--- config.mk ---
export PLATFORM = sky130hd
export DESIGN_NAME = midpoint_circle_outline
export DESIGN_NICKNAME = d
export VERILOG_FILES = /design/src/hw/rtl/mco_pkg.sv /design/src/hw/rtl/midpoint_circle_outline.sv /design/src/hw/rtl/mco_ctrl.sv /design/src/hw/rtl/mco_datapath.sv
export SDC_FILE = /design/constraint.sdc
export NUM_CORES = 1
export LEC_CHECK = 0
export BUFFER_PORTS_ARGS = -buffer_cell sky130_fd_sc_hd__buf_2
export CORE_MARGIN = 8
export CORE_UTILIZATION = 44
export CTS_BUF_LIST = sky130_fd_sc_hd__clkbuf_16
export CTS_CLUSTER_DIAMETER = 150
export DETAILED_ROUTE_END_ITERATION = 6
export PLACE_DENSITY = 0.68
export SLEW_MARGIN = 20
export SYNTH_ARGS = -nofsm -noshare
export SYNTH_HDL_FRONTEND = slang
export SYNTH_HIERARCHICAL = 1
export SYNTH_SLANG_ARGS = --single-unit
--- constraint.sdc ---
create_clock -name clk -period 9.47 [get_ports clk]
set_input_delay 0.947 -clock clk [delete_from_list [all_inputs] [get_ports clk]]
set_output_delay 0.947 -clock clk [all_outputs]
set_load 0.01 [all_outputs]
--- src/hw/rtl/mco_pkg.sv ---
`timescale 1ns / 1ps
// ----------------------------------------------------------------------------
// mco_pkg
// Shared types, widths and constants of the midpoint circle outline block.
// ----------------------------------------------------------------------------
package mco_pkg;

  // Field widths of the ports.
  localparam int IDX_W = 20;
  localparam int DIM_W = 11;
  localparam int RAD_W = 3;
  localparam int CFG_IDX_W = 2;

  // Field limits.
  localparam logic [DIM_W-1:0] MAX_WIDTH  = 11'd1024;
  localparam logic [DIM_W-1:0] MAX_HEIGHT = 11'd1024;
  localparam logic [RAD_W-1:0] MAX_RADIUS = 3'd7;

  // An in-field row is below MAX_HEIGHT, so this many bits feed the multiplier.
  localparam int ROW_MUL_W = 10;

  // Divider: one quotient bit per cycle.
  localparam int DIV_STEPS = IDX_W;
  localparam int DIV_CNT_W = 5;

  // Circle loop: small coordinates and decision variable.
  localparam int XY_W = 4;
  localparam int DEC_W = 8;
  localparam int STEP_W = 3;
  localparam logic [STEP_W-1:0] MAX_STEPS = 3'd6;

  // Signed coordinate widths of a generated point.
  localparam int COL_W = DIM_W + 1;
  localparam int ROW_W = IDX_W + 2;

  // Configuration register indexes.
  typedef enum logic [CFG_IDX_W-1:0] {
    CFG_FIELD_WIDTH  = 2'd0,
    CFG_FIELD_HEIGHT = 2'd1,
    CFG_CIRCLE_RADIUS = 2'd2
  } cfg_idx_t;

  // Controller states.
  typedef enum logic [1:0] {
    ST_IDLE,
    ST_DIV,
    ST_EMIT
  } mco_state_t;

  // Controller to datapath.
  typedef struct packed {
    logic load;
    logic div_step;
    logic emit;
  } mco_cmd_t;

  // Datapath to controller.
  typedef struct packed {
    logic div_done;
    logic last_point;
  } mco_sts_t;

  // Zero maps to one and values above the maximum saturate.
  function automatic logic [DIM_W-1:0] clamp_size(input logic [DIM_W-1:0] v,
                                                  input logic [DIM_W-1:0] maxv);
    logic [DIM_W-1:0] res;
    res = v;
    if (v == '0) begin
      res = DIM_W'(1);
    end else if (v > maxv) begin
      res = maxv;
    end
    return res;
  endfunction

endpackage

--- src/hw/rtl/midpoint_circle_outline.sv ---
`timescale 1ns / 1ps
// ----------------------------------------------------------------------------
// midpoint_circle_outline
// Splits a centre cell index into column and row, then walks the midpoint
// circle loop and emits eight mirrored outline points per loop step.
//
// Channel  Ports                                      Handshake
// input    start, busy, in_center_index               start && !busy
// result   out_valid, out_point_index,                one-cycle strobe
//          out_in_field, out_last
// config   cfg_valid, cfg_ready, cfg_index, cfg_wdata cfg_valid && cfg_ready
//
// From one accept to the next, an item passes the accept in the idle state,
// the busy divide phase in the serial divider, then the busy emit phase of n
// loop steps (1 to 6) with one point per cycle. Results trail the generator
// by two pipeline stages. Reset is synchronous and active low and restores
// width 256, height 256 and radius 5. The result side cannot stall; every
// point is presented for exactly one cycle.
// ----------------------------------------------------------------------------
module midpoint_circle_outline
  import mco_pkg::*;
(
  input  logic                 clk,
  input  logic                 rst_n,
  input  logic                 start,
  output logic                 busy,
  input  logic [IDX_W-1:0]     in_center_index,
  output logic                 out_valid,
  output logic [IDX_W-1:0]     out_point_index,
  output logic                 out_in_field,
  output logic                 out_last,
  input  logic                 cfg_valid,
  output logic                 cfg_ready,
  input  logic [CFG_IDX_W-1:0] cfg_index,
  input  logic [DIM_W-1:0]     cfg_wdata
);

  // Configuration registers; indexes beyond the list are dropped.
  logic [DIM_W-1:0] field_width_r, field_height_r;
  logic [RAD_W-1:0] circle_radius_r;

  assign cfg_ready = 1'b1;

  always_ff @(posedge clk) begin
    if (!rst_n) begin
      field_width_r   <= DIM_W'(256);
      field_height_r  <= DIM_W'(256);
      circle_radius_r <= RAD_W'(5);
    end else if (cfg_valid && cfg_ready) begin
      unique case (cfg_index)
        CFG_FIELD_WIDTH:   field_width_r   <= cfg_wdata;
        CFG_FIELD_HEIGHT:  field_height_r  <= cfg_wdata;
        CFG_CIRCLE_RADIUS: circle_radius_r <= cfg_wdata[RAD_W-1:0];
        default: ;
      endcase
    end
  end

  // Effective field size and radius.
  logic [DIM_W-1:0] w_eff, h_eff;
  logic [RAD_W-1:0] r_eff;

  assign w_eff = clamp_size(field_width_r, MAX_WIDTH);
  assign h_eff = clamp_size(field_height_r, MAX_HEIGHT);
  assign r_eff = (circle_radius_r > MAX_RADIUS) ? MAX_RADIUS : circle_radius_r;

  mco_cmd_t cmd;
  mco_sts_t sts;

  mco_ctrl u_ctrl (
    .clk   (clk),
    .rst_n (rst_n),
    .start (start),
    .sts   (sts),
    .cmd   (cmd),
    .busy  (busy)
  );

  mco_datapath u_datapath (
    .clk             (clk),
    .rst_n           (rst_n),
    .cmd             (cmd),
    .sts             (sts),
    .center_index    (in_center_index),
    .w_eff           (w_eff),
    .h_eff           (h_eff),
    .radius          (r_eff),
    .out_valid       (out_valid),
    .out_point_index (out_point_index),
    .out_in_field    (out_in_field),
    .out_last        (out_last)
  );

`ifndef SYNTH
  // An accepted centre keeps the block busy for the divide phase.
  a_busy_after_start: assert property (@(posedge clk) disable iff (!rst_n)
    start && !busy |=> busy)
    else $error("busy not raised after an accepted centre");

  // The final point of a run is never followed directly by another result.
  a_gap_after_last: assert property (@(posedge clk) disable iff (!rst_n)
    out_valid && out_last |=> !out_valid)
    else $error("result strobe directly after the last point");

  // Clipped points carry index zero.
  a_clipped_zero: assert property (@(posedge clk) disable iff (!rst_n)
    out_valid && !out_in_field |-> out_point_index == '0)
    else $error("clipped point with nonzero index");

  // No result appears once the block has stayed idle long enough to drain both point stages.
  a_no_stray_result: assert property (@(posedge clk) disable iff (!rst_n)
    !busy && $past(!busy) && $past(!busy, 2) |-> !out_valid)
    else $error("result strobe without an item in flight");
`endif

endmodule

--- src/hw/rtl/mco_ctrl.sv ---
`timescale 1ns / 1ps
// ----------------------------------------------------------------------------
// mco_ctrl
// Sequencer: accepts a centre, runs the divider, then steps the outline loop.
// ----------------------------------------------------------------------------
module mco_ctrl
  import mco_pkg::*;
(
  input  logic     clk,
  input  logic     rst_n,
  input  logic     start,
  input  mco_sts_t sts,
  output mco_cmd_t cmd,
  output logic     busy
);

  mco_state_t state_r, state_nxt;

  // State register.
  always_ff @(posedge clk) begin
    if (!rst_n) begin
      state_r <= ST_IDLE;
    end else begin
      state_r <= state_nxt;
    end
  end

  // Next state.
  always_comb begin
    state_nxt = state_r;
    unique case (state_r)
      ST_IDLE: begin
        if (start) state_nxt = ST_DIV;
      end
      ST_DIV: begin
        if (sts.div_done) state_nxt = ST_EMIT;
      end
      ST_EMIT: begin
        if (sts.last_point) state_nxt = ST_IDLE;
      end
      default: state_nxt = ST_IDLE;
    endcase
  end

  // Commands.
  always_comb begin
    cmd  = '0;
    busy = 1'b1;
    unique case (state_r)
      ST_IDLE: begin
        busy     = 1'b0;
        cmd.load = start;
      end
      ST_DIV: begin
        cmd.div_step = 1'b1;
      end
      ST_EMIT: begin
        cmd.emit = 1'b1;
      end
      default: begin
        busy = 1'b1;
      end
    endcase
  end

endmodule

--- src/hw/rtl/mco_datapath.sv ---
`timescale 1ns / 1ps
// ----------------------------------------------------------------------------
// mco_datapath
// Serial divider for the centre, midpoint loop registers and a two-stage
// point pipeline that produces index and in-field flag.
// ----------------------------------------------------------------------------
module mco_datapath
  import mco_pkg::*;
(
  input  logic             clk,
  input  logic             rst_n,
  input  mco_cmd_t         cmd,
  output mco_sts_t         sts,
  input  logic [IDX_W-1:0] center_index,
  input  logic [DIM_W-1:0] w_eff,
  input  logic [DIM_W-1:0] h_eff,
  input  logic [RAD_W-1:0] radius,
  output logic             out_valid,
  output logic [IDX_W-1:0] out_point_index,
  output logic             out_in_field,
  output logic             out_last
);

  // --------------------------------------------------------------------------
  // Restoring divider: quo_r shifts the dividend out and the quotient in.
  // --------------------------------------------------------------------------
  logic [IDX_W-1:0]     quo_r;
  logic [DIM_W-1:0]     rem_r;
  logic [DIV_CNT_W-1:0] div_cnt_r;
  logic [DIM_W:0]       trial;
  logic [DIM_W:0]       diff;
  logic                 ge;

  assign trial = {rem_r, quo_r[IDX_W-1]};
  assign diff  = trial - {1'b0, w_eff};
  assign ge    = trial >= {1'b0, w_eff};

  always_ff @(posedge clk) begin
    if (cmd.load) begin
      quo_r     <= center_index;
      rem_r     <= '0;
      div_cnt_r <= '0;
    end else if (cmd.div_step) begin
      quo_r     <= {quo_r[IDX_W-2:0], ge};
      rem_r     <= ge ? diff[DIM_W-1:0] : trial[DIM_W-1:0];
      div_cnt_r <= div_cnt_r + DIV_CNT_W'(1);
    end
  end

  assign sts.div_done = (div_cnt_r == DIV_CNT_W'(DIV_STEPS - 1));

  // --------------------------------------------------------------------------
  // Midpoint loop registers, advanced after the eighth point of a step.
  // --------------------------------------------------------------------------
  logic [XY_W-1:0]          x_r, y_r, x_nxt, y_nxt;
  logic signed [DEC_W-1:0]  d_r, d_nxt;
  logic [STEP_W-1:0]        steps_r;
  logic [2:0]               pt_r;
  logic                     more;
  logic signed [DEC_W-1:0]  x_s, y_s;

  assign x_s = DEC_W'(x_r);
  assign y_s = DEC_W'(y_r);

  always_comb begin
    x_nxt = x_r + XY_W'(1);
    if (d_r < 0) begin
      d_nxt = d_r + (x_s <<< 2) + DEC_W'(6);
      y_nxt = y_r;
    end else begin
      d_nxt = d_r + ((x_s - y_s) <<< 2) + DEC_W'(10);
      y_nxt = y_r - XY_W'(1);
    end
  end

  // Once Y has reached zero the next X already passes it, so the loop ends
  // there; this also keeps a wrapped Y from extending the run.
  assign more = (y_r != '0) && (x_nxt <= y_nxt) &&
                ((steps_r + STEP_W'(1)) < MAX_STEPS);
  assign sts.last_point = (pt_r == 3'd7) && !more;

  always_ff @(posedge clk) begin
    if (cmd.load) begin
      x_r     <= '0;
      y_r     <= XY_W'(radius);
      d_r     <= DEC_W'(3) - (DEC_W'(radius) <<< 1);
      steps_r <= '0;
      pt_r    <= '0;
    end else if (cmd.emit) begin
      pt_r <= pt_r + 3'd1;
      if (pt_r == 3'd7) begin
        x_r     <= x_nxt;
        y_r     <= y_nxt;
        d_r     <= d_nxt;
        steps_r <= steps_r + STEP_W'(1);
      end
    end
  end

  // --------------------------------------------------------------------------
  // Point stage A: mirrored coordinates. Bit 2 of the point number picks the
  // column sign, bit 1 the row sign and bit 0 swaps the two offsets.
  // --------------------------------------------------------------------------
  logic [XY_W-1:0]         off_col, off_row;
  logic signed [COL_W-1:0] col_nxt, col_r;
  logic signed [ROW_W-1:0] row_nxt, row_r;
  logic                    v1_r, last1_r;

  assign off_col = pt_r[0] ? y_r : x_r;
  assign off_row = pt_r[0] ? x_r : y_r;

  always_comb begin
    if (pt_r[2]) begin
      col_nxt = {1'b0, rem_r} + COL_W'(off_col);
    end else begin
      col_nxt = {1'b0, rem_r} - COL_W'(off_col);
    end
    if (pt_r[1]) begin
      row_nxt = {2'b00, quo_r} + ROW_W'(off_row);
    end else begin
      row_nxt = {2'b00, quo_r} - ROW_W'(off_row);
    end
  end

  always_ff @(posedge clk) begin
    if (!rst_n) begin
      v1_r <= 1'b0;
    end else begin
      v1_r <= cmd.emit;
    end
  end

  always_ff @(posedge clk) begin
    col_r   <= col_nxt;
    row_r   <= row_nxt;
    last1_r <= sts.last_point;
  end

  // --------------------------------------------------------------------------
  // Point stage B: clipping and linear index row * width + column.
  // --------------------------------------------------------------------------
  logic               pt_in_field;
  logic [IDX_W:0]     prod;
  logic [IDX_W:0]     sum;
  logic               out_valid_r, out_in_field_r, out_last_r;
  logic [IDX_W-1:0]   out_point_index_r;

  assign pt_in_field = !col_r[COL_W-1] && (col_r[DIM_W-1:0] < w_eff) &&
                       !row_r[ROW_W-1] && (row_r[ROW_W-2:0] < (ROW_W-1)'(h_eff));
  assign prod   = (IDX_W+1)'(row_r[ROW_MUL_W-1:0]) * (IDX_W+1)'(w_eff);
  assign sum    = prod + (IDX_W+1)'(col_r[DIM_W-1:0]);

  always_ff @(posedge clk) begin
    if (!rst_n) begin
      out_valid_r <= 1'b0;
    end else begin
      out_valid_r <= v1_r;
    end
  end

  always_ff @(posedge clk) begin
    out_in_field_r    <= pt_in_field;
    out_point_index_r <= pt_in_field ? sum[IDX_W-1:0] : '0;
    out_last_r        <= last1_r;
  end

  assign out_valid       = out_valid_r;
  assign out_point_index = out_point_index_r;
  assign out_in_field    = out_in_field_r;
  assign out_last        = out_last_r;

endmodule

* Yosys cells after proc, flatten, opt, wreduce, memory -nomap -nowiden
Index checks and enable logic that the tools add are counted.
** Operators by class
- $add $sub $neg :: 17
- Multipliers :: 1
- Div/mod/pow operators :: 0
- Order comparisons :: 9
- Eq/ne operators :: 9
- Shifts and indexed selects :: 0
- Mux-type cells :: 28
- Bitwise operators :: 0
- Reduce and logical (&&, ||, !) cells :: 23
** Operators with widths (number)
- $mux 11 :: 5
- $mux 20 :: 2
- $mux 8 :: 4
- $gt 11x11->1 const B :: 2
- $logic_not 11->1 :: 2
- $mux 22 :: 1
- $add 20x4->21 :: 1
- $lt 21x11->1 :: 1
- $sub 20x4->21 :: 1
- $add 20x11->20 :: 1
- $mul 10x11->20 :: 1
- $add 8x7->8 :: 2
- $add 11x4->12 :: 1
- $ge 12x11->1 :: 1
- $mux 12 :: 1
- $mux 3 :: 4
- $mux 4 :: 3
- $sub 11x4->12 :: 1
- $lt 11x11->1 :: 1
- $sub 11x11->11 :: 1
- $reduce_and 2->1 :: 5
- $add 8x4->8 const B :: 1
- $add 8x5->8 const B :: 1
- $lt 8x1->1 const B :: 1
- other kinds (24) :: 43
** Storage, ports and cells
- Register bits :: 144
- Latch bits :: 0
- RAM bits :: 0
- Memory bits (read-only) :: 0
- Input port bits :: 37
- Output and inout bits :: 25
- Word-level logic and storage cells :: 108
- Memories kept :: 0

* Depth between registers and ports, before layout
Gate-level depths: netlist of the first run.
- Word-level depth :: 9
- Gate-level depth with buffers :: 23
- Gate-level depth less buffers :: 22

* Modules after synthesis
Netlist of the first run, hierarchy kept.
** By module, submodules not included
- mco_datapath :: times used 1, cells each 1186, area an instance 10849.2 µm², seq. area each 2622.5 µm²
- midpoint_circle_outline :: times used 1, cells each 119, area an instance 1167.4 µm², seq. area each 500.5 µm²
- mco_ctrl :: times used 1, cells each 14, area an instance 131.4 µm², seq. area each 40.0 µm²

* Worst setup path after synthesis of the first run
Ideal clock, no wire load.
- Path type :: reg-to-reg
- Start point :: register field_width_r[10]
- End point :: register u_datapath.out_point_index_r[19], in the netlist u_datapath/out_point_index[19]
- Setup time :: 0.128 ns
- Arrival :: 5.483 ns
- Data required time :: 9.342 ns
- Setup slack :: 3.859 ns
- Stages on the path, launching flop included :: 23
- Clock period less this slack :: 5.611 ns
- Path through :: dfxtp_1 clkbuf_1 nor2b_1 clkbuf_1 nand2_1 fa_1 inv_1 fa_1 inv_1 fa_1 inv_1 fa_1 inv_1 fa_1 inv_1 ha_1 a2111oi_0 o21ai_0 a41oi_1 nor2b_1 a311oi_1 xnor2_1 nor2_1
** Between the ends
- Longest elaborated chain between the ends :: 7
- Elaborated cells between the ends (all ways) :: 10
- Those cells by class :: 1 x add/sub; 1 x mul; 2 x order compare; 2 x mux; 4 x reduce/logical
** RTL lines
- from (decl) :: RTL line midpoint_circle_outline.sv:39 : logic [DIM_W-1:0] field_width_r, field_height_r;
- from (signal assigned) :: RTL line midpoint_circle_outline.sv:51 : CFG_FIELD_WIDTH: field_width_r <= cfg_wdata;
- $gt 11x11->1 :: RTL line mco_pkg.sv:70 : end else if (v > maxv) begin
- $mux 11 :: RTL line mco_pkg.sv:70
- $mux 11 (*) :: RTL line mco_pkg.sv:68 : if (v == '0) begin
- named net w_eff[5] :: RTL line midpoint_circle_outline.sv:60 : logic [DIM_W-1:0] w_eff, h_eff;
- branches (longest 4 deep; another with $mul 10x11->20)
- to (signal assigned) :: RTL line mco_datapath.sv:163 : out_point_index_r <= pt_in_field ? sum[IDX_W-1:0] : '0;
- to (decl) :: RTL line mco_datapath.sv:146 : logic [IDX_W-1:0] out_point_index_r;
Mark *: on every way through the listed nets, which the timed path passes.
A chain may end at the register's enable or synchronous reset.

* Final worst setup path of the first run
Same ends and word-level chain as after synthesis.

==> results, run 1 <==
- The run finished with clean final reports.
- The number of nets in the synthesized netlist is 1586.
- The startpoint identified for the worst hold timing path is u_datapath/last1_r.
- Clock-pin slew was measured on the worst setup and hold paths at 0.07 ns.
- For this run, the leading register cell type out of synthesis is dfxtp_1.
- In this run, distinct cell masters in the synthesized netlist total 70.
- The length in cells of the worst reg-to-reg path is 20.
- Setup repair after global routing left no endpoint under its margin.
- Dividing the detail-routed wire length by the instance count gives 15.3 um.
- The commonest cells after synthesis are inv_1 (164), ha_1 (143), dfxtp_1 (113), nand2_1 (100), fa_1 (87).
- The synthesized instance count is 1319.
- The tool flagged a number of max-cap violations equal to 0.
- By instance count, the leading cell after synthesis is inv_1.
- The clock net sink count is 143.
- STA classifies the critical path endpoint as a flip-flop.
- The initial core utilization is 44.2%.
- For the final routed database, the setup TNS stands at 0 ns.
- The total wire length is 26.1 mm.
- The worst-case clock buffer depth is 2.
- The data arrival at the endpoint of the critical path is 6.78 ns.
- After the last flow step, the layout net total stands at 1606.
- The estimated wirelength of the detail-placed design is 20.3 mm.
- The first-pass GRT wire length is 44.0 mm.
- The die boundary height is 182 um.
- The final setup skew is 0.0164 ns.
- The via count of the first global-routing pass was 9100.
- Gates resized during post-CTS repair numbered 0.
- Detailed routing placed a total of 1.16 mm of wire on met3.
- The count of endpoints failing setup in the final report is 0.
- The cell at the root of the clock tree is clkbuf_16.
- The clock latency on the worst-skew pair is 0.43 ns.
- Yosys attributes the largest share of cell area to dfxtp_1 (19%), ha_1 (15%), fa_1 (14%), edfxtp_1 (7.4%), inv_1 (5.1%).
- The register-to-register path setup slack is 3.01 ns.
- The remaining number of nets flagged by the antenna check after routing is 0.
- At the end of routability-driven placement, the weighted congestion stood at 0.912.
- The number of standard cells in the final layout excluding fillers is 1698.
- The uppermost signal routing layer after detailed routing is met4.
- The count of yosys warnings during synthesis is 6.
- Once the clock tree was built, the setup fixing pass inserted 0 buffers.
- The critical register-to-register path startpoint is field_width_r[10].
- The final number of max-transition violations came to 0.
- The H-tree generated during clock tree synthesis spans 4 levels.
- The final worst hold slack is 0.329 ns.
- The path with the worst hold slack has its endpoint at u_datapath/out_last.
- The total area inside the core boundary comes to 27500 sq um.
- Before antenna repair, the detailed router went through 5 iterations.
- After synthesis, flip-flops and latches occupy 26.0% of the total area.
- The total die area is 33200 sq um.
- After detailed routing, the number of remaining DRC violations is 0.
- The share of the synthesized area in the top cell type is 18.6%.
- The highest ir drop seen on vdd is 122 uV.
- The power density over the cells is 196 nW/um^2.
- The overall track demand over capacity in global routing is 16.2%.
- The cell depth of the worst min-delay path is 0.
- For this design the static power due to leakage is 6.24 nW.
- The cts-stage hold buffer count is 0.
- A synthesized cell averages 9.21 sq um.
- The horizontal die dimension is 182 um.
- The library cell with the largest summed area after synthesis is dfxtp_1.
- The layout-stage area growth over the synthesis result is 9.04%.
- The area taken by flip-flops and latches is 3160 sq um.
- Based on the critical path, the design can be clocked at up to 155 MHz.
- Clock tree synthesis inserted a total of 17 buffers.
- The number of endpoints with negative hold slack in the final report came to 0.
- The biggest fanout along the worst timing path is 22.
- After synthesis, the share of flip-flops with an asynchronous set or reset is 0%.
- The count of port buffers added during placement is 60.
- The site row count is 61.
- At the worst endpoint, the required time is 9.79 ns.
- The slew at the pin closest to its max-slew limit is 0.956 ns.
- After synthesis the netlist holds a flip-flop and latch count of 143.
- For this block, wires on met1 add up to 12.1 mm.
- The summed instance area of the synthesized netlist is 12100 sq um.
- TritonCTS built the clock tree.
- The area occupied by multi-input gates is 8120 sq um.
- The critical path class is reg -> reg.
- In this run, synthesis inferred 30 flip-flops with an integrated enable.
- The number of cells in the design after placement is 1666.
- The reg-to-reg critical path endpoint is u_datapath/out_point_index[19].
- The worst pin sits at a relative slew slack of 36.2%.
- The number of antenna violations at the first check in global routing is 0.
- Counting I/O delays and the setup requirement, the final critical path takes 6.46 ns.
- The via density per instance is 5.25.
- Wire segments on met2 add up to 12.3 mm in the final route.
- The worst min-delay path category is reg -> reg.
- The maximum number of pins on one net before global-route repair is 71.
- Of the available clock period, the critical path in the final layout requires 68.2%.
- 0 antenna diodes ended up in the layout.
- The global-route congestion overflow total is 0.
- The vias after detailed routing is 8912.
- In the final layout, the share of cells above drive strength 1 is 9.91%.
- The startpoint type of the worst setup path is a flip-flop.
- The I/O pin total is 62.
- For this block, the initial DRC count from the detailed router was 503.
- The count of filler cells inserted in the layout is 2550.
[cell type report]
type | instances | share of cell area, %
clock buffer | 17 | 3.21
clock inverter | 15 | 1.29
inverter | 164 | 4.65
multi-input combinational | 950 | 61.3
sequential | 143 | 23.9
tap | 346 | 3.27
timing repair buffer | 63 | 2.44
[registers in the layout, indices dropped and copies added, names as in the netlist]
name                        flops
u_datapath/steps_r              3
field_width_r                  11
u_datapath/x_r                  4
u_datapath/quo_r               20
u_datapath/col_r               12
u_datapath/out_point_index     20
u_datapath/out_last             1
u_ctrl/state_r                  2
u_datapath/d_r                  7
u_datapath/row_r               22
field_height_r                 11
u_datapath/y_r                  4
u_datapath/out_valid            1
u_datapath/pt_r                 3
u_datapath/out_in_field         1
u_datapath/div_cnt_r            5
u_datapath/last1_r              1
u_datapath/rem_r               11
u_datapath/v1_r                 1
circle_radius_r                 3
[layer usage]
layer | GRT usage (%) | up-vias
li1 | - | 4416
met1 | 20.3 | 4256
met2 | 27.4 | 200
met3 | 3.34 | 40
met4 | 5.21 | 0
met5 | 0 | -
[cells in the final DEF, fill, tap and decap left out, types with 4 or more instances in the layout]
cell type and n:
xor2_1 27, nand4_1 7, nor3_1 20, nor2b_1 53, mux2i_1 45, a211oi_1 19
and2_1 58, nand3_1 10, fa_1 87, and3_1 5, inv_6 5, dfxtp_1 113
nand2_1 100, mux2_2 21, o21a_1 11, edfxtp_1 30, clkbuf_16 17, nor4_1 11
a31oi_1 8, buf_2 60, a21oi_1 64, nor2_1 81, o21ai_0 29, ha_1 143
o21bai_1 6, nor3b_1 4, xnor2_1 51, nand2b_1 11, a21o_1 16, inv_1 164
[metrics by stage]
stage	area, sq um	setup WS, ns	util [%]	total power, W
floorplan	12100	3.86	-	0.00166
global placement	12600	3.40	46.0	0.00187
detailed placement	12600	3.12	46.0	0.00190
CTS	13200	3.09	48.2	0.00261
global route	13200	2.53	48.2	0.00281
finish	13200	3.01	48.2	0.00259
[cells by family (layout without fill, tap and decap cells)]
| logic type | Yosys count | in the layout | share of synthesized area, % |
|---|---|---|---|
| and+or+nand+nor | 387 | 387 | 16.5 |
| AOI/OAI and AO/OA | 188 | 188 | 9.88 |
| xor gates and xnor gates | 78 | 78 | 5.62 |
| buffers and inverters | 226 | 259 | 7.20 |
| other | 1 | 1 | 0.0309 |
| DFF | 143 | 143 | 26.0 |
| muxes | 66 | 66 | 5.65 |
| adders and majority gates | 230 | 230 | 29.1 |
[power breakdown]
part,switching (W),internal (W)
sequential,0.000131,0.000705
clock,0.000302,0.000398
combinational,0.000584,0.000472
total,0.00102,0.00158
[how the worst max path moves through the flow]
stage / endpoint / start / slack (ns) / depth (start not counted)
floorplan: u_datapath/out_point_index[19] / field_width_r[10] / 3.86 / 22
finish: u_datapath/out_point_index[19] / field_width_r[10] / 3.01 / 20
CTS: u_datapath/out_point_index[19] / field_width_r[10] / 3.09 / 20
global route: u_datapath/out_point_index[19] / field_width_r[10] / 2.53 / 20
detailed placement: u_datapath/out_point_index[19] / field_width_r[10] / 3.12 / 20
global placement: u_datapath/out_point_index[19] / field_width_r[10] / 3.40 / 20
[critical path, stage by stage (launching register included)]
cell,delay [ns]
dfxtp_1,0.55
nor2b_1,0.74
nand2_1,0.16
fa_1,0.52
inv_1,0.05
fa_1,0.49
inv_1,0.05
fa_1,0.48
inv_1,0.06
fa_1,0.53
inv_1,0.05
fa_1,0.52
inv_1,0.04
ha_1,0.34
a2111oi_0,0.46
o21ai_0,0.24
a41oi_1,0.36
nor2b_1,0.16
a311oi_1,0.33
xnor2_1,0.15
nor2_1,0.05
No activity file was read; power rests on OpenSTA's default activity.
==> run 2, diff against run 1 <==
--- a/config.mk
+++ b/config.mk
@@ -11,7 +11,7 @@
 export CTS_BUF_LIST = sky130_fd_sc_hd__clkbuf_16
 export CTS_CLUSTER_DIAMETER = 150
 export DETAILED_ROUTE_END_ITERATION = 6
-export PLACE_DENSITY = 0.68
+export PLACE_DENSITY = 0.7
 export SLEW_MARGIN = 20
 export SYNTH_ARGS = -nofsm -noshare
 export SYNTH_HDL_FRONTEND = slang
==> constraint.sdc (replaced) <==
create_clock -name clk -period 5.85 [get_ports clk]
set_input_delay 0.585 -clock clk [delete_from_list [all_inputs] [get_ports clk]]
set_output_delay 0.585 -clock clk [all_outputs]
set_load 0.01 [all_outputs]
==> run 2 against run 1 <==
First-iteration DRC count increased by 3.6%. Combinational power is 71% higher. Clock skew is 0.0074 ns lower. Count of clock-buffer cells in the layout stayed put. Clock power increased by 49%. Sequential power up 56%. Flip-flop and latch count unchanged. Hold slack better by 0.0012 ns. Die area did not move. Largest cell class unchanged. Critical path type unchanged. Final area is 0.80% higher. Via count up 0.17%. Fmax is 17% higher.
==> results, run 2 (same netlist as run 1, synthesis figures left out) <==
- The flow ran to the end, and the final reports show no timing, DRC or antenna violations.
- The number of endpoints with negative hold slack in the final report was 0 (unchanged).
- TritonCTS built the clock tree.
- The highest achievable clock rate came to 181 MHz (+17%).
- The register clock-pin slew on the reported worst setup and hold paths is 0.07 ns (about the same).
- The global-route congestion overflow total was 0 (unchanged).
- The time the worst path needs with I/O delays and setup is 5.52 ns (-0.945 ns).
- The static power due to leakage was 6.30 nW (+0.94%).
- The initial core utilization is 44.2% (unchanged).
- The final setup skew is 0.00904 ns (-0.00738 ns).
- The total wire length is 26.3 mm (+1.0%).
- The horizontal die dimension was 182 um (unchanged).
- The remaining routing DRC violations is 0 (unchanged).
- The number of clock buffers inserted by TritonCTS is 17 (unchanged).
- The layout net count was 1623 (+1.1%).
- The remaining number of nets flagged by the antenna check after routing is 0 (unchanged).
- The final clock period utilization by the worst path is 94.3% (+26 points).
- The total die area is 33200 sq um (unchanged).
- The clock net sink count was 143 (unchanged).
- The site row count is 61 (unchanged).
- Walking the worst path, the cells encountered are nor4_1 -> a31oi_1 -> nor2_2 -> nand2_1 -> fa_1 -> fa_1 -> inv_1 -> fa_1 -> fa_1 -> inv_1 -> fa_1 -> inv_1 -> ha_1 -> or4_1 -> o21ai_0 -> a21oi_1 -> a311oi_2 -> xor2_1 -> nor2_1.
- The via count of the first global-routing pass was 9235 (+1.5%).
- The worst min-delay path category is reg -> reg.
- The count of endpoints failing setup in the final report came to 0 (unchanged).
- The final number of max-transition violations is 0 (unchanged).
- The violation count after the first detailed-routing iteration is 521 (+3.6%).
- The die boundary height is 182 um (unchanged).
- The number of cells in the design after placement is 1683 (+1.0%).
- The I/O pin total is 62 (unchanged).
- The power density over the cells is 310 nW/um^2 (+59%).
- The count of port buffers added during placement is 60 (unchanged).
- The number of max-cap violations is 0 (unchanged).
- The cell family contributing the most delay on the critical path is adder cells.
- The highest ir drop seen on vdd is 206 uV (+69%).
- The setup TNS is 0 ns (unchanged).
- The cell at the root of the clock tree is clkbuf_16.
- The cell with the largest stage delay on the worst path is fa_1.
- The worst-case clock buffer depth is 2 (unchanged).
- The critical path's largest stage delay is 0.54 ns (-0.20 ns).
- The worst setup path is launched from a flip-flop.
- The first-pass GRT wire length came to 44.5 mm (+1.2%).
- The layout-stage area growth over the synthesis result is 9.92%.
- The flip-flop count of the largest register after layout is 22 (unchanged).
- The library cells used most frequently in the layout, excluding fill and tap cells, are inv_1 (165), ha_1 (143), dfxtp_1 (113), nand2_1 (100), fa_1 (87).
- The most frequent standard cell in the layout excluding fill and tap cells is inv_1.
- The total number of H-tree levels is 4 (unchanged).
- The worst-case headroom to the max-slew limit is 49.2% (+13 points).
- The final total power is 0.00415 W (+60%).
- The setup path with the least slack is of type reg -> reg.
- The clock latency on the worst-skew pair is 0.43 ns (about the same).
- The buffering stage count on the worst path with inverters included is 3 (-2).
- The routed wirelength normalized by instance count was 15.3 um (about the same).
- The area of the core is 27500 sq um (unchanged).
- The first-pass iteration count of the detailed router was 5 (unchanged).
- The slew at the pin closest to its max-slew limit came to 0.761 ns (-0.195 ns).
- The biggest fanout along the worst timing path is 5 (-77%).
- The kind of end point of the critical path is a flip-flop.
- The critical path's most frequent cell is fa_1.
- The count of buffers added by post-CTS timing repair for setup is 0 (unchanged).
- The required time of the critical path came to 6.17 ns (-3.62 ns).
- The maximum number of pins on one net before global-route repair came to 39 (-45%).
- The share of post-route cells with drive strength above 1 is 11.3% (+1.4 points).
- The overall track demand over capacity in global routing is 16.3% (+0.13 points).
- The number of standard cells in the final layout excluding fillers was 1715 (+1.0%).
- The weighted congestion at the end of routability-driven global placement is 0.869 (-4.7%).
- Setup repair after global routing left no endpoint under its margin.
- The post-CTS resize count is 0 (unchanged).
- The via density per instance is 5.21 (-0.82%).
- The vias after detailed routing is 8927 (+0.17%).
- The antenna cell count is 0 (unchanged).
- The estimated wirelength of the detail-placed design came to 20.6 mm (+1.8%).
- The cts-stage hold buffer count came to 0 (unchanged).
- The data arrival at the endpoint of the critical path is 5.83 ns (-0.95 ns).
- The number of antenna violations at the first check in global routing is 0 (unchanged).
- The most flop-heavy register is u_datapath/row_r.
## run 2: changes by cell type in the layout (fill, tap and decap cells not counted), moves of 2 or more
| cell | change |
|---|---|
| bufinv_16 | -2 |
| clkinvlp_4 | +4 |
| buf_4 | +17 |
| inv_4 | -2 |
## run 2: area by class of cell
cell class              count  area [sq um]
fillers                  2569         14100
multi-input cells         950          8140
flip-flops and latches    143          3160
inverters                 164           616
repair buffers             80           450
well taps                 346           433
clock buffers              17           425
clock inverters            15           128
## run 2: worst register-to-register path: stages, from the launching register on
cell and delay (ns):
dfxtp_1 0.32, nor4_1 0.32, a31oi_1 0.15, nor2_2 0.16, nand2_1 0.11, fa_1 0.54, fa_1 0.54, inv_1 0.05
fa_1 0.50, fa_1 0.54, inv_1 0.05, fa_1 0.52, inv_1 0.04, ha_1 0.34, or4_1 0.47, o21ai_0 0.08
a21oi_1 0.12, a311oi_2 0.33, xor2_1 0.16, nor2_1 0.05
## run 2: worst paths after layout
kind / start / to / slack, ns / cells after the start
min reg2reg: u_datapath/last1_r / u_datapath/out_last / 0.33 / 0
max: field_width_r[6] / u_datapath/out_point_index[16] / 0.33 / 19
min: u_datapath/last1_r / u_datapath/out_last / 0.33 / 0
max reg2reg: field_width_r[6] / u_datapath/out_point_index[16] / 0.33 / 19
## run 2: where the power goes
part	internal, W	switching, W	total (W)
sequential	0.00114	0.000157	0.00130
clock	0.000557	0.000483	0.00104
combinational	0.000791	0.00102	0.00181
total	0.00249	0.00166	0.00415
## run 2: stage by stage
step / util [%] / cell area, sq um / worst slack, ns / hold slack, ns
after floorplan: - / 12100 / 0.239 / 0.310
after global placement: 46.5 / 12800 / 0.256 / 0.314
after detailed placement: 46.5 / 12800 / 0.198 / 0.317
after CTS: 48.5 / 13300 / 0.176 / 0.333
after global routing: 48.6 / 13400 / 0.0365 / 0.336
final: 48.6 / 13400 / 0.333 / 0.331
## run 2: metal layers
layer  GRT usage [%]  share of wire, %
met1            20.3                46
met2            28.7                49
met3            2.62               4.0
met4            4.49               1.2
met5               0                 0
==> run 3, diff against run 2 <==
--- a/config.mk
+++ b/config.mk
@@ -6,12 +6,14 @@
 export NUM_CORES = 1
 export LEC_CHECK = 0
 export BUFFER_PORTS_ARGS = -buffer_cell sky130_fd_sc_hd__buf_2
+export CELL_PAD_IN_SITES_DETAIL_PLACEMENT = 0
+export CELL_PAD_IN_SITES_GLOBAL_PLACEMENT = 1
 export CORE_MARGIN = 8
 export CORE_UTILIZATION = 44
 export CTS_BUF_LIST = sky130_fd_sc_hd__clkbuf_16
 export CTS_CLUSTER_DIAMETER = 150
 export DETAILED_ROUTE_END_ITERATION = 6
-export PLACE_DENSITY = 0.7
+export PLACE_DENSITY = 0.84
 export SLEW_MARGIN = 20
 export SYNTH_ARGS = -nofsm -noshare
 export SYNTH_HDL_FRONTEND = slang
==> run 3 against run 2 <==
Flip-flop and latch count is the same. Sequential share of layout area is 0.069 points lower. Core utilization up 0.14 points. Largest cell class unchanged.
==> results, run 3 (same netlist as run 1, synthesis figures left out) <==
- The antenna cell count came to 0 (unchanged).
- The number of standard cells in the final layout excluding fillers is 1714 (-0.058%).
- The share of the core filled with cells in the final layout is 48.7% (+0.14 points).
- Walking the worst path, the cells encountered are nor4_1 -> a31oi_1 -> nor2_1 -> nand2_1 -> fa_1 -> fa_1 -> inv_1 -> fa_1 -> fa_1 -> inv_1 -> fa_1 -> inv_1 -> ha_1 -> or4_1 -> o21ai_0 -> a21oi_1 -> a311oi_1 -> xor2_1 -> nor2_1.
- The cell at the root of the clock tree is clkbuf_16.
- The remaining routing DRC violations is 0 (unchanged).
- The run finished with clean final reports.
- The routed wirelength normalized by instance count is 15.5 um (+1.0%).
- The endpoint identified for the worst register-to-register timing path is u_datapath/out_point_index[16].
- The die boundary height is 182 um (unchanged).
- The critical register-to-register path startpoint is field_width_r[6].
- The highest ir drop seen on vdd is 138 uV (-33%).
- The overall track demand over capacity in global routing was 16.6% (+0.35 points).
- The share of post-route cells with drive strength above 1 is 11.3% (about the same).
- The flip-flop count of the largest register after layout came to 22 (unchanged).
- The register-to-register path setup slack is 0.22 ns (-0.11 ns).
- The final number of max-transition violations is 0 (unchanged).
- The final clock period utilization by the worst path is 96.3% (+2.0 points).
- The initial core utilization came to 44.2% (unchanged).
- The horizontal die dimension is 182 um (unchanged).
- The count of filler cells inserted in the layout is 2585 (+0.62%).
- The highest achievable clock rate was 178 MHz (-2.0%).
- The critical path's largest stage delay is 0.55 ns (about the same).
- The slowest stage of the critical path is the fa_1 cell.
- The I/O pin total came to 62 (unchanged).
- The area of the core was 27500 sq um (unchanged).
- The area growth from synthesis to layout is 10.2%.
- The total number of H-tree levels was 4 (unchanged).
- The global-route congestion overflow total is 0 (unchanged).
- The worst hold path belongs to the class reg -> reg.
- The worst setup path is captured at a flip-flop.
- The total wire length came to 26.6 mm (+0.98%).
- The most frequent standard cell in the layout excluding fill and tap cells is inv_1.
- The via count of the first global-routing pass came to 9089 (-1.6%).
- The first-pass iteration count of the detailed router came to 4 (-1).
- The worst-case clock buffer depth is 2 (unchanged).
- The vias after detailed routing came to 8937 (+0.11%).
- The setup path with the least slack is of type reg -> reg.
- The total die area was 33200 sq um (unchanged).
- The final setup skew was 0.00990 ns (+0.000859 ns).
- The number of clock buffers inserted by TritonCTS came to 17 (unchanged).
- The remaining number of nets flagged by the antenna check after routing is 0 (unchanged).
- The data arrival at the endpoint of the critical path is 5.95 ns (+0.12 ns).
- Counting stages on the worst path, the most repeated cell is fa_1.
- The area taken by flip-flops and latches is 3160 sq um (unchanged).
- The layout net count came to 1622 (-0.062%).
- The cell depth of the worst min-delay path was 0 (unchanged).
- The first-pass GRT wire length is 45.2 mm (+1.5%).
- The count of port buffers added during placement is 60 (unchanged).
- The path with the worst hold slack has its endpoint at u_datapath/out_last.
- TritonCTS built the clock tree.
- The number of cells in the design after placement was 1682 (-0.059%).
- The cts-stage hold buffer count is 0 (unchanged).
- The area occupied by multi-input gates was 8140 sq um (about the same).
- The power density over the cells is 317 nW/um^2 (+2.2%).
- The biggest fanout along the worst timing path is 5 (unchanged).
- In the layout the commonest cells are inv_1 (164), ha_1 (143), dfxtp_1 (113), nand2_1 (100), fa_1 (87).
- The via density per instance came to 5.21 (+0.17%).
- The launch point of the worst hold path is u_datapath/last1_r.
- The clock latency on the worst-skew pair is 0.43 ns (about the same).
- The time the worst path needs with I/O delays and setup came to 5.63 ns (+0.114 ns).
- The static power due to leakage was 6.33 nW (+0.46%).
- The violation count after the first detailed-routing iteration is 416 (-20%).
- Setup repair after global routing could not meet its margin everywhere.
- The length in cells of the worst reg-to-reg path came to 19 (unchanged).
- The worst-case headroom to the max-slew limit came to 39.3% (-10 points).
- The weighted congestion at the end of routability-driven global placement came to 0.859 (-1.1%).
- The number of endpoints with negative hold slack in the final report was 0 (unchanged).
- STA classifies the critical path startpoint as a flip-flop.
- The number of antenna violations at the first check in global routing is 0 (unchanged).
- The count of endpoints failing setup in the final report was 0 (unchanged).
- The estimated wirelength of the detail-placed design is 21.0 mm (+1.8%).
- The most flop-heavy register is u_datapath/row_r.
- The register clock-pin slew on the reported worst setup and hold paths is 0.07 ns (about the same).
- The required time of the critical path was 6.17 ns (about the same).
- The clock net sink count was 143 (unchanged).
- The number of max-cap violations is 0 (unchanged).
- The maximum number of pins on one net before global-route repair is 38 (-2.6%).
- The site row count is 61 (unchanged).
- The slew at the pin closest to its max-slew limit came to 0.909 ns (+0.148 ns).
-- run 3: how the worst max path moves through the flow --
stage / endpoint / from
4_1_cts: u_datapath/out_point_index[19] / field_width_r[6]
3_5_place_dp: u_datapath/out_point_index[19] / field_width_r[6]
6_report: u_datapath/out_point_index[16] / field_width_r[6]
5_1_grt: u_datapath/out_point_index[16] / field_width_r[6]
3_3_place_gp: u_datapath/out_point_index[19] / field_width_r[10]
2_1_floorplan: u_datapath/out_point_index[19] / field_width_r[10]
-- run 3: power breakdown --
group | internal [W] | leakage, nW | switching (W)
Sequential | 0.00114 | 1.22 | 0.000161
Combinational | 0.000788 | 4.81 | 0.00102
Clock | 0.000645 | 0.298 | 0.000490
-- run 3: area by class of cell --
| cell class | instances | share of cell area (%) |
|---|---|---|
| Clock buffer | 17 | 3.18 |
| Clock inverter | 15 | 1.29 |
| Inverter | 164 | 4.60 |
| Multi-Input combinational cell | 950 | 60.8 |
| Sequential cell | 143 | 23.6 |
| Tap cell | 346 | 3.23 |
| Timing Repair Buffer | 79 | 3.31 |
-- run 3: repair_timing --
item,4_1_cts,5_1_grt
gates resized for setup,0,6
setup endpoints to repair,0,5
setup buffers,0,0
-- run 3: worst max-delay path, delay by kind of cell, from the launching register on --
family | cells | cell delay [ns]
buf+inv | 3 | 0.14
fa+ha+maj | 6 | 2.98
simple gates | 5 | 1.18
compound gates | 4 | 0.72
flops | 1 | 0.32
xor+xnor | 1 | 0.17
-- run 3: per-stage QoR --
step                      total power (W)  hold slack, ns  setup slack, ns    TNS, ns  instance area, sq um
after floorplan                   0.00268           0.310            0.239          0                 12100
after global placement            0.00307           0.310            0.284          0                 12800
after detailed placement          0.00311           0.343           0.0995          0                 12800
after CTS                         0.00427           0.357           0.0881          0                 13400
after global routing              0.00461           0.366        -0.000299  -0.000299                 13400
final                             0.00425           0.348            0.218          0                 13400
-- run 3: routing by layer --
metal,wire length (um),global-route usage [%],part of all wire [%]
met2,12600,28.1,47
met5,0,0,0
met3,1230,3.30,4.6
met4,446,4.95,1.7
met1,12300,21.2,46
